`src/zdle_pkg.sv`:
```
// ----------------------------------------------------------------------------
// zdle_pkg
// types, constants and functions shared by the zdle subpacket framer
// ----------------------------------------------------------------------------
package zdle_pkg;

  localparam logic [7:0]  ZDLE_CODE  = 8'h18;
  localparam logic [7:0]  ESC_FLIP   = 8'h40;
  localparam logic [31:0] CRC_POLY   = 32'hEDB88320;
  localparam logic [31:0] CRC_ONES   = 32'hFFFFFFFF;
  localparam int          FIFO_DEPTH = 4;

  localparam logic [1:0] KIND_END   = 2'd0;
  localparam logic [1:0] KIND_GO    = 2'd1;
  localparam logic [1:0] KIND_QUERY = 2'd2;
  localparam logic [1:0] KIND_WAIT  = 2'd3;

  typedef struct packed {
    logic [7:0] data_byte;
    logic       last_byte;
    logic [1:0] end_kind;
  } item_t;

  typedef struct packed {
    logic [7:0] out_byte;
    logic       run_end;
    logic       packet_end;
  } line_t;

  // one queued job: payload byte, trailer flag, subtype letter, crc after the byte
  typedef struct packed {
    logic [7:0]  data;
    logic        last;
    logic [7:0]  letter;
    logic [31:0] crc;
  } job_t;

  function automatic logic [31:0] crc_byte(input logic [31:0] crc_in, input logic [7:0] b);
    logic [31:0] c;
    c = crc_in ^ {24'd0, b};
    for (int k = 0; k < 8; k++) begin
      if (c[0]) begin
        c = (c >> 1) ^ CRC_POLY;
      end else begin
        c = c >> 1;
      end
    end
    return c;
  endfunction

  function automatic logic needs_escape(input logic [7:0] b);
    return (b == 8'h10) || (b == 8'h11) || (b == 8'h13) || (b == 8'h18) ||
           (b == 8'h90) || (b == 8'h91) || (b == 8'h93) || (b == 8'hFF);
  endfunction

  function automatic logic [7:0] kind_letter(input logic [1:0] kind);
    logic [7:0] l;
    case (kind)
      KIND_END:   l = "i";
      KIND_GO:    l = "h";
      KIND_QUERY: l = "j";
      KIND_WAIT:  l = "k";
      default:    l = "i";
    endcase
    return l;
  endfunction

endpackage

```
`src/zdle_front.sv`:
```
// ----------------------------------------------------------------------------
// zdle_front
// takes payload beats, runs the crc and queues one job per beat
// ----------------------------------------------------------------------------
module zdle_front (
  input  logic            clk,
  input  logic            rst,
  input  logic            item_valid,
  output logic            item_stall,
  input  zdle_pkg::item_t item,
  output logic            push,
  output zdle_pkg::job_t  job,
  input  logic            full
);

  logic [31:0] running_crc;
  logic [31:0] crc_next;

  assign item_stall = full;
  assign push       = item_valid && !full;
  assign crc_next   = zdle_pkg::crc_byte(running_crc, item.data_byte);

  assign job.data   = item.data_byte;
  assign job.last   = item.last_byte;
  assign job.letter = zdle_pkg::kind_letter(item.end_kind);
  assign job.crc    = crc_next;

  always_ff @(posedge clk) begin
    if (rst) begin
      running_crc <= zdle_pkg::CRC_ONES;
    end else if (push) begin
      running_crc <= item.last_byte ? zdle_pkg::CRC_ONES : crc_next;
    end
  end

endmodule

```
`src/zdle_fifo.sv`:
```
// ----------------------------------------------------------------------------
// zdle_fifo
// short job queue between front and back, depth a power of two
// ----------------------------------------------------------------------------
module zdle_fifo #(
  parameter int DEPTH = zdle_pkg::FIFO_DEPTH
) (
  input  logic           clk,
  input  logic           rst,
  input  logic           push,
  input  zdle_pkg::job_t wr_job,
  output logic           full,
  input  logic           pop,
  output zdle_pkg::job_t rd_job,
  output logic           not_empty
);

  localparam int AW = (DEPTH > 1) ? $clog2(DEPTH) : 1;

  zdle_pkg::job_t slots [DEPTH];
  logic [AW:0] wr_ptr;
  logic [AW:0] rd_ptr;

  assign not_empty = (wr_ptr != rd_ptr);
  assign full      = (wr_ptr[AW] != rd_ptr[AW]) && (wr_ptr[AW-1:0] == rd_ptr[AW-1:0]);
  assign rd_job    = slots[rd_ptr[AW-1:0]];

  always_ff @(posedge clk) begin
    if (push) begin
      slots[wr_ptr[AW-1:0]] <= wr_job;
    end
  end

  always_ff @(posedge clk) begin
    if (rst) begin
      wr_ptr <= '0;
      rd_ptr <= '0;
    end else begin
      if (push) begin
        wr_ptr <= wr_ptr + 1'b1;
      end
      if (pop) begin
        rd_ptr <= rd_ptr + 1'b1;
      end
    end
  end

endmodule

```
`src/zdle_back.sv`:
```
// ----------------------------------------------------------------------------
// zdle_back
// walks each job through its line bytes, escaping, and drives the output beat
// ----------------------------------------------------------------------------
module zdle_back (
  input  logic            clk,
  input  logic            rst,
  input  logic            not_empty,
  input  zdle_pkg::job_t  job,
  output logic            pop,
  output logic            line_valid,
  input  logic            line_stall,
  output zdle_pkg::line_t line
);

  localparam logic [2:0] STEP_DATA   = 3'd0;
  localparam logic [2:0] STEP_ZDLE   = 3'd1;
  localparam logic [2:0] STEP_LETTER = 3'd2;
  localparam logic [2:0] STEP_CRC0   = 3'd3;
  localparam logic [2:0] STEP_CRC1   = 3'd4;
  localparam logic [2:0] STEP_CRC2   = 3'd5;
  localparam logic [2:0] STEP_CRC3   = 3'd6;

  logic [2:0]      step;
  logic [2:0]      step_next;
  logic            second;
  logic            second_next;
  logic [31:0]     crc_fin;
  logic [7:0]      cur;
  logic            escapable;
  logic            emit;
  logic            step_done;
  logic            job_done;
  zdle_pkg::line_t beat;

  always_comb begin
    case (step)
      STEP_DATA:   cur = job.data;
      STEP_ZDLE:   cur = zdle_pkg::ZDLE_CODE;
      STEP_LETTER: cur = job.letter;
      STEP_CRC0:   cur = crc_fin[7:0];
      STEP_CRC1:   cur = crc_fin[15:8];
      STEP_CRC2:   cur = crc_fin[23:16];
      STEP_CRC3:   cur = crc_fin[31:24];
      default:     cur = job.data;
    endcase
  end

  assign escapable = ((step == STEP_DATA) || (step >= STEP_CRC0)) && zdle_pkg::needs_escape(cur);
  assign emit      = not_empty && (!line_valid || !line_stall);
  assign step_done = !escapable || second;
  assign job_done  = step_done && (((step == STEP_DATA) && !job.last) || (step == STEP_CRC3));
  assign pop       = emit && job_done;

  always_comb begin
    if (escapable && !second) begin
      beat.out_byte = zdle_pkg::ZDLE_CODE;
    end else if (second) begin
      beat.out_byte = cur ^ zdle_pkg::ESC_FLIP;
    end else begin
      beat.out_byte = cur;
    end
    beat.run_end    = job_done;
    beat.packet_end = step_done && (step == STEP_CRC3);
  end

  always_comb begin
    step_next   = step;
    second_next = second;
    if (emit) begin
      if (!step_done) begin
        second_next = 1'b1;
      end else begin
        second_next = 1'b0;
        step_next   = job_done ? STEP_DATA : step + 3'd1;
      end
    end
  end

  always_ff @(posedge clk) begin
    if (rst) begin
      step       <= STEP_DATA;
      second     <= 1'b0;
      line_valid <= 1'b0;
    end else begin
      step   <= step_next;
      second <= second_next;
      if (emit) begin
        line_valid <= 1'b1;
      end else if (!line_stall) begin
        line_valid <= 1'b0;
      end
    end
  end

  always_ff @(posedge clk) begin
    if (emit) begin
      line <= beat;
    end
    if (emit && (step == STEP_ZDLE)) begin
      crc_fin <= zdle_pkg::crc_byte(job.crc, job.letter) ^ zdle_pkg::CRC_ONES;
    end
  end

endmodule

```
`src/zdle_escaped_subpacket_framer.sv`:
```
// ----------------------------------------------------------------------------
// zdle_escaped_subpacket_framer
// escapes payload bytes onto the line and appends subtype and crc-32 trailer
// ----------------------------------------------------------------------------
//  channel  dir  beat      handshake
//  item     in   item_t    item_valid / item_stall
//  line     out  line_t    line_valid / line_stall
//
//  the back sequencer puts out one line beat per cycle unless line_stall holds it;
//  an escaped byte goes out as ZDLE and flipped byte, and a last beat adds ZDLE,
//  letter and crc; the front takes a beat per cycle while the job queue has room
//  rst is synchronous and clears the crc, queue pointers and sequencer
//  line_stall holds the output register; item_stall rises when the queue is full
module zdle_escaped_subpacket_framer #(
  parameter int FIFO_DEPTH = zdle_pkg::FIFO_DEPTH
) (
  input  logic            clk,
  input  logic            rst,
  input  logic            item_valid,
  output logic            item_stall,
  input  zdle_pkg::item_t item,
  output logic            line_valid,
  input  logic            line_stall,
  output zdle_pkg::line_t line
);

  logic           push;
  logic           pop;
  logic           full;
  logic           not_empty;
  zdle_pkg::job_t wr_job;
  zdle_pkg::job_t rd_job;

  zdle_front u_front (
    .clk        (clk),
    .rst        (rst),
    .item_valid (item_valid),
    .item_stall (item_stall),
    .item       (item),
    .push       (push),
    .job        (wr_job),
    .full       (full)
  );

  zdle_fifo #(
    .DEPTH (FIFO_DEPTH)
  ) u_fifo (
    .clk       (clk),
    .rst       (rst),
    .push      (push),
    .wr_job    (wr_job),
    .full      (full),
    .pop       (pop),
    .rd_job    (rd_job),
    .not_empty (not_empty)
  );

  zdle_back u_back (
    .clk        (clk),
    .rst        (rst),
    .not_empty  (not_empty),
    .job        (rd_job),
    .pop        (pop),
    .line_valid (line_valid),
    .line_stall (line_stall),
    .line       (line)
  );

endmodule

```
`config.mk`:
```
export PLATFORM = sky130hd
export DESIGN_NAME = zdle_escaped_subpacket_framer
export DESIGN_NICKNAME = d
export VERILOG_FILES = /design/src/zdle_pkg.sv /design/src/zdle_front.sv /design/src/zdle_fifo.sv /design/src/zdle_back.sv /design/src/zdle_escaped_subpacket_framer.sv
export SDC_FILE = /design/constraint.sdc
export NUM_CORES = 1
export LEC_CHECK = 0
export BUFFER_PORTS_ARGS = -buffer_cell sky130_fd_sc_hd__buf_2
export CAP_MARGIN = 5
export CORE_MARGIN = 2
export CORE_UTILIZATION = 32
export DETAILED_ROUTE_END_ITERATION = 16
export HOLD_SLACK_MARGIN = 0.08
export PLACE_DENSITY = 0.47
export SLEW_MARGIN = 10
export SYNTH_ARGS = -nofsm -noshare
export SYNTH_HDL_FRONTEND = slang
export SYNTH_SLANG_ARGS = --single-unit
```
`constraint.sdc`:
```
create_clock -name clk -period 3.4 [get_ports clk]
set_input_delay 1.02 -clock clk [delete_from_list [all_inputs] [get_ports clk]]
set_output_delay 1.02 -clock clk [all_outputs]
set_load 0.005 [all_outputs]
```
# After elaboration in Yosys (flattened, before gate mapping)
# Memory sizes are Yosys's and may differ from the RTL's. A register that Yosys moved wholly into a read port is not among the register bits.
# Index checks and enable logic that the tools add are counted.
[classes] n_addsub=3 n_mul=0 n_div=0 order_cmp=1 eq_ne=21 shifts=0 n_mux=36 bitwise=20 reduce_logical=30
[ops] operator="32-bit 2-to-1 mux" n=25
[ops] operator="13-bit NOT with 14-bit output" n=16
[ops] operator="32-bit by 8-bit XOR with 32-bit output" n=2
[ops] operator="8-bit case mux with 6 select lines" n=1
[ops] operator="8-bit by 5-bit == test with 1-bit output (second input constant)" n=4
[ops] operator="8-bit == test (second input constant)" n=4
[ops] operator="32-bit NOT" n=1
[ops] operator="8-bit case mux with 4 select lines" n=1
[ops] operator="1-bit logical OR" n=11
[ops] operator="1-bit logical AND" n=10
[ops] operator="3-bit by 1-bit adder with 3-bit output (second input constant)" n=3
[ops] operator="3-bit == test (second input constant)" n=3
[ops] operator="7-bit 2-to-1 mux" n=1
[ops] operator="3-bit by 2-bit == test with 1-bit output (second input constant)" n=2
[ops] operator="1-bit zero test" n=6
[ops] operator="1-bit 2-to-1 mux" n=5
[ops] operator="2-bit == test (second input constant)" n=2
[ops] operator="2-bit 2-to-1 mux" n=2
[ops] operator="3-bit by 1-bit == test with 1-bit output (second input constant)" n=1
[ops] operator="3-bit by 2-bit >= comparator with 1-bit output (second input constant)" n=1
[ops] operator="3-bit zero test" n=1
[ops] operator="3-bit 2-to-1 mux" n=1
[ops] operator="3-bit != test" n=1
[ops] operator="2-bit by 1-bit == test with 1-bit output (second input constant)" n=1
[ops] operator="other kinds (6)" n=6
[word_totals] regBits=85 latchBits=0 mem_bits_rw=196 rom_bits=0 input_bits=15 output_inout_bits=12 wordCells=122 mem_count=1
[mem_list] memory="u_fifo.slots" words=4 width=49 read_ports=1 rd_ports_with_merged_regs=1 write_ports=1 line_no="zdle_fifo.sv:20" rtl="zdle_pkg::job_t slots [DEPTH];"

# Logic depth before layout (Yosys ltp)
[logic_depth] word_depth=27 ltp_mapped=12 mapped_depth_nobuf=9

# Modules after synthesis
# From an unflattened synthesis, not the netlist that was laid out.
[unflattened] hier_cells=732 area_unflattened_um2=12424.4
[by_module_without_submodules] mod="zdle_fifo" instances=1 cells_each=296 area_per_inst_um2=7492.2
[by_module_without_submodules] mod="zdle_back" instances=1 cells_each=225 area_per_inst_um2=2707.6
[by_module_without_submodules] mod="zdle_front" instances=1 cells_each=211 area_per_inst_um2=2224.6

# Worst setup path before layout
# Ideal clock, no wire load.
[synth_path] path_type="input-to-reg" startpoint="input line_stall" endpoint="register u_back.crc_fin[0], enable pin" t_arrival_ns=2.716 t_required_ns=3.008 path_slack_ns=0.292 stages=2 path_buffers=0 cell_sequence="a21oi_1 -> and3_1"
[synth_via] elab_chain_len=4
[synth_lines] element="from (decl)" line_no="zdle_escaped_subpacket_framer.sv:23" rtl="input logic line_stall,"
[synth_lines] element="1-bit zero test" line_no="zdle_back.sv:50" rtl="assign emit = not_empty && (!line_valid || !line_stall);"
[synth_lines] element="1-bit logical OR" line_no="zdle_back.sv:50"
[synth_lines] element="1-bit logical AND" line_no="zdle_back.sv:50"
[synth_lines] element="1-bit logical AND" line_no="zdle_back.sv:100" rtl="if (emit && (step == STEP_ZDLE)) begin"
[synth_lines] element="to (signal assigned)" line_no="zdle_back.sv:101" rtl="crc_fin <= zdle_pkg::crc_byte(job.crc, job.letter) ^ zdle_pkg::CRC_ONES;"
[synth_lines] element="to (decl)" line_no="zdle_back.sv:28" rtl="logic [31:0] crc_fin;"
# Every way passes these cells.
# A chain may end at the register's enable or synchronous reset.

# Final worst setup path
[layout_path] startpoint="register u_back.step[1]" endpoint="register, netlist name u_back.line[8]"
[layout_via] elab_chain_len=12 elab_cells_between_ends=29 cone_classes="order compare: 1; eq/ne: 14; mux: 2; bitwise: 1; reduce/logical: 11"
[layout_lines] element="from (decl)" line_no="zdle_back.sv:24" rtl="logic [2:0] step;"
[layout_lines] element="from (signal assigned)" line_no="zdle_back.sv:86" rtl="step <= step_next;"
[layout_lines] element="3-bit == test (tied with other cells)" line_no="zdle_back.sv:37" rtl="case (step)"
[layout_lines] element="8-bit case mux with 6 select lines" line_no="zdle_back.sv:37"
[layout_lines] element="8-bit by 5-bit == test with 1-bit output" line_no="zdle_pkg.sv:52" rtl="return (b == 8'h10) || (b == 8'h11) || (b == 8'h13) || (b == 8'h18) ||"
[layout_lines] element="1-bit logical OR (4 in a row)" line_no="zdle_pkg.sv:52"
[layout_lines] element="1-bit logical OR (3 in a row)" line_no="zdle_pkg.sv:53" rtl="(b == 8'h90) || (b == 8'h91) || (b == 8'h93) || (b == 8'hFF);"
[layout_lines] element="1-bit logical AND" line_no="zdle_back.sv:49" rtl="assign escapable = ((step == STEP_DATA) || (step >= STEP_CRC0)) && zdle_pkg::needs_escape(cur);"
[layout_lines] element="1-bit logical AND" line_no="zdle_back.sv:56" rtl="if (escapable && !second) begin"
# Several ways; a longest one is shown, not always the timed one.

==> results.py <==
metrics = {
    "run_status": {
        "status": "finished clean",
    },
    "power_and_ir_drop": {
        "power_density_nw_per_um2": 987,
        "vdd_drop_max_mv": 0.429,
        "leakage_nw": 4.24,
    },
    "yosys": {
        "yosysUniqueCellTypes": 56,
        "netlist_area_sq_um": 11200,
        "syn_inst": 673,
        "syn_nets": 700,
        "synth_seq_cells": 259,
        "synth_top_cells_by_area": "edfxtp_1 (58%), mux4_2 (8.7%), dfxtp_1 (8.1%), xnor2_1 (7.8%), xor2_1 (2.1%)",
        "yosysWarningCount": 0,
        "ys_seq_area_share_pct": 65.7,
        "synth_area_per_cell_sq_um": 16.6,
        "yosys.area.top_type": "edfxtp_1",
        "synth_top_area_share_pct": 57.6,
    },
    "die": {
        "initial_core_util_pct": 32.4,
        "rows": 68,
        "dieWidth_microns": 191,
        "io_pins": 27,
        "core_sq_um": 34500,
        "dieHeight_microns": 191,
        "dieArea_sq_um": 36400,
    },
    "timing": {
        "tightest_slew_ns": 0.702,
        "fin_skew_ns": 0.0110,
        "setup_ws_ns": 0.237,
        "slew_headroom_pct": 53.2,
        "finalHoldViolations": 0,
        "rsz0062_at_grt": "false",
        "drv_slew": 0,
        "period_share_pct": 93.0,
        "setup_viol_count_final": 0,
        "finalCriticalPeriod_ns": 3.16,
        "max_freq_ghz": 0.316,
        "final.setup.tns_ns": 0,
    },
    "finish": {
        "drive_gt1_share_pct": 23.2,
        "final_nets": 759,
        "stdcell_count": 1210,
        "fillerInstances": 3226,
        "layout_common_cells": "edfxtp_1 (214), xnor2_1 (100), mux4_2 (43), dfxtp_1 (43), nand2b_1 (33)",
        "area_growth_pct": 15.9,
        "num_antenna_cells": 0,
        "final_common_cell": "edfxtp_1",
    },
    "worst_hold_path": {
        "hold_class": "flop to flop",
        "hold_depth": 2,
        "hold_start": "u_back.line_valid$_SDFFE_PP0P_",
        "whs_endpoint": "u_back.line_valid$_SDFFE_PP0P_",
    },
    "worst_setup_path": {
        "critPathKind": "flop to flop",
        "crit_arrival_ns": 3.45,
        "timing.rr.end": "u_back.line[8]$_SDFFCE_PP0P_",
        "worstSetupStartpointType": "flop",
        "r2r-start": "u_back.step[1]$_SDFFE_PP0P_",
        "critPathMaxFanout": 12,
        "worstPathRequired_ns": 3.68,
        "regToRegSetupSlack_ns": 0.24,
        "reg2reg_depth": 9,
        "crit_path_end_kind": "flop",
    },
    "grt": {
        "grt_max_degree": 44,
        "antenna_found_initial": 0,
        "track_usage_pct": 13.9,
        "grt_first_pass_wirelength_microns": 37700,
        "grt_pass1_vias": 5965,
        "overflow": 0,
    },
    "routing": {
        "first_pass_iters": 5,
        "drc": 0,
        "vias": 5694,
        "vias_per_cell": 4.71,
        "wl_per_cell_microns": 20.4,
        "drtIter0Drc": 392,
        "wl_microns": 24700,
        "detail-route-antenna-nets": 0,
    },
    "placed_design": {
        "place_congestion": 0.793,
        "io_buffers": 26,
        "dp.cells": 1156,
        "hpwl_microns": 17000,
        "post-place-ws_ns": 0.158,
    },
    "clocking": {
        "cts_root_buf": "clkbuf_16",
        "clock_latency_ns": 0.55,
        "cts_tree": "yes",
        "clock_path_buffers": 3,
        "h-tree-depth": 1,
        "cts-buffers-inserted": 29,
        "post_cts_resized": 0,
        "clock_sinks": 259,
        "cts_hold_buf": 0,
        "cts.clk_slew.worst_paths_ns": 0.06,
        "post_cts_buffers": 0,
    },
    "flow_run": {
        "maxCapViolations": 0,
    },
}
where the power goes:
group	total (mW)	switching, mW	internal, mW
clock network	3.07	1.26	1.81
registers	4.86	0.231	4.63
logic	4.85	2.69	2.16
total	12.8	4.18	8.60
cell families after synthesis:
group | Yosys count | share of synthesized area, %
muxes | 51 | 9.49
DFF | 259 | 65.7
AOI/OAI and AO/OA | 68 | 4.74
xor gates and xnor gates | 139 | 12.1
and+or+nand+nor | 104 | 4.78
buffers and inverters | 40 | 1.87
adders and majority gates | 12 | 1.35
per-stage QoR:
stage          instance area (sq um)  power [mW]  util [%]  hold slack [ns]
6_report                       12900        12.8      37.5            0.472
5_1_grt                        12900        13.5      37.5            0.503
4_1_cts                        12900        13.0      37.5            0.476
3_5_place_dp                   12000        9.89      34.8            0.467
3_3_place_gp                   12000        9.83      34.8            0.456
2_1_floorplan                  11200        8.49         -            0.466
layer usage:
metal	global-route usage, %	wire length [microns]
met1	19.3	11500
met2	23.1	11900
met3	1.86	804
met4	3.70	533
met5	0	0
how the worst max path moves through the flow:
stage,from,endpoint,slack [ns]
6_report,u_back.step[1]$_SDFFE_PP0P_,u_back.line[8]$_SDFFCE_PP0P_,0.24
3_5_place_dp,item[5],u_front.running_crc[24]$_SDFFE_PP1P_,0.16
3_3_place_gp,item[5],u_front.running_crc[24]$_SDFFE_PP1P_,0.22
5_1_grt,u_back.step[1]$_SDFFE_PP0P_,u_back.line[4]$_SDFFCE_PP0P_,0.07
4_1_cts,u_back.step[1]$_SDFFE_PP0P_,u_back.line[8]$_SDFFCE_PP0P_,0.27
2_1_floorplan,line_stall,u_back.crc_fin[0]$_DFFE_PP_,0.29
cell usage after synthesis, drive strengths merged:
cell,count
edfxtp,214
xnor2,107
dfxtp,45
mux4,43
nand2b,33
xor2,32
o22ai,28
nor2,26
buf,17
nand2,16
clkbuf,14
ha,12
inv,8
a21oi,7
nor3,7
nand3,6
and3,5
mux2,5
o21bai,5
a222oi,4
and2,4
o21ai,4
a22oi,3
mux2i,3
nor2b,3
a2111oi,2
a211oi,2
a221oi,2
o2111a,2
o211ai,2
a2111o,1
a21boi,1
a22o,1
a31oi,1
a32o,1
a32oi,1
a41oi,1
and2b,1
dlymetal6s2s,1
nand3b,1
or2,1
or4,1
final cells by class:
cell class,count,area (sq um),area share (%)
clock inverter,15,140,1.08
multi-input combinational,374,3630,28.0
inverter,8,30.0,0.232
sequential,259,7330,56.7
tap,455,569,4.40
clock buffer,39,803,6.21
timing repair buffer,60,435,3.37
state kept, by name, indices dropped and copies added, names as in the netlist, named ones only:
| name | count |
|---|---|
| u_fifo.slots | 172 |
| u_back.line_valid | 1 |
| u_front.running_crc | 32 |
| u_back.step | 3 |
| u_fifo.rd_ptr | 3 |
| u_back.second | 1 |
| u_fifo.wr_ptr | 3 |
| u_back.line | 10 |
| u_back.crc_fin | 32 |
worst max-delay path, stage by stage (launching register included):
cell	delay (ns)
dfxtp_1	0.40
inv_1	0.08
ha_1	0.37
a2111oi_4	0.48
nand2_1	0.11
o2111a_2	0.17
or4_1	0.54
mux2i_2	0.32
and2_1	0.35
nor2_1	0.09
(Power assumes the default switching activity.)
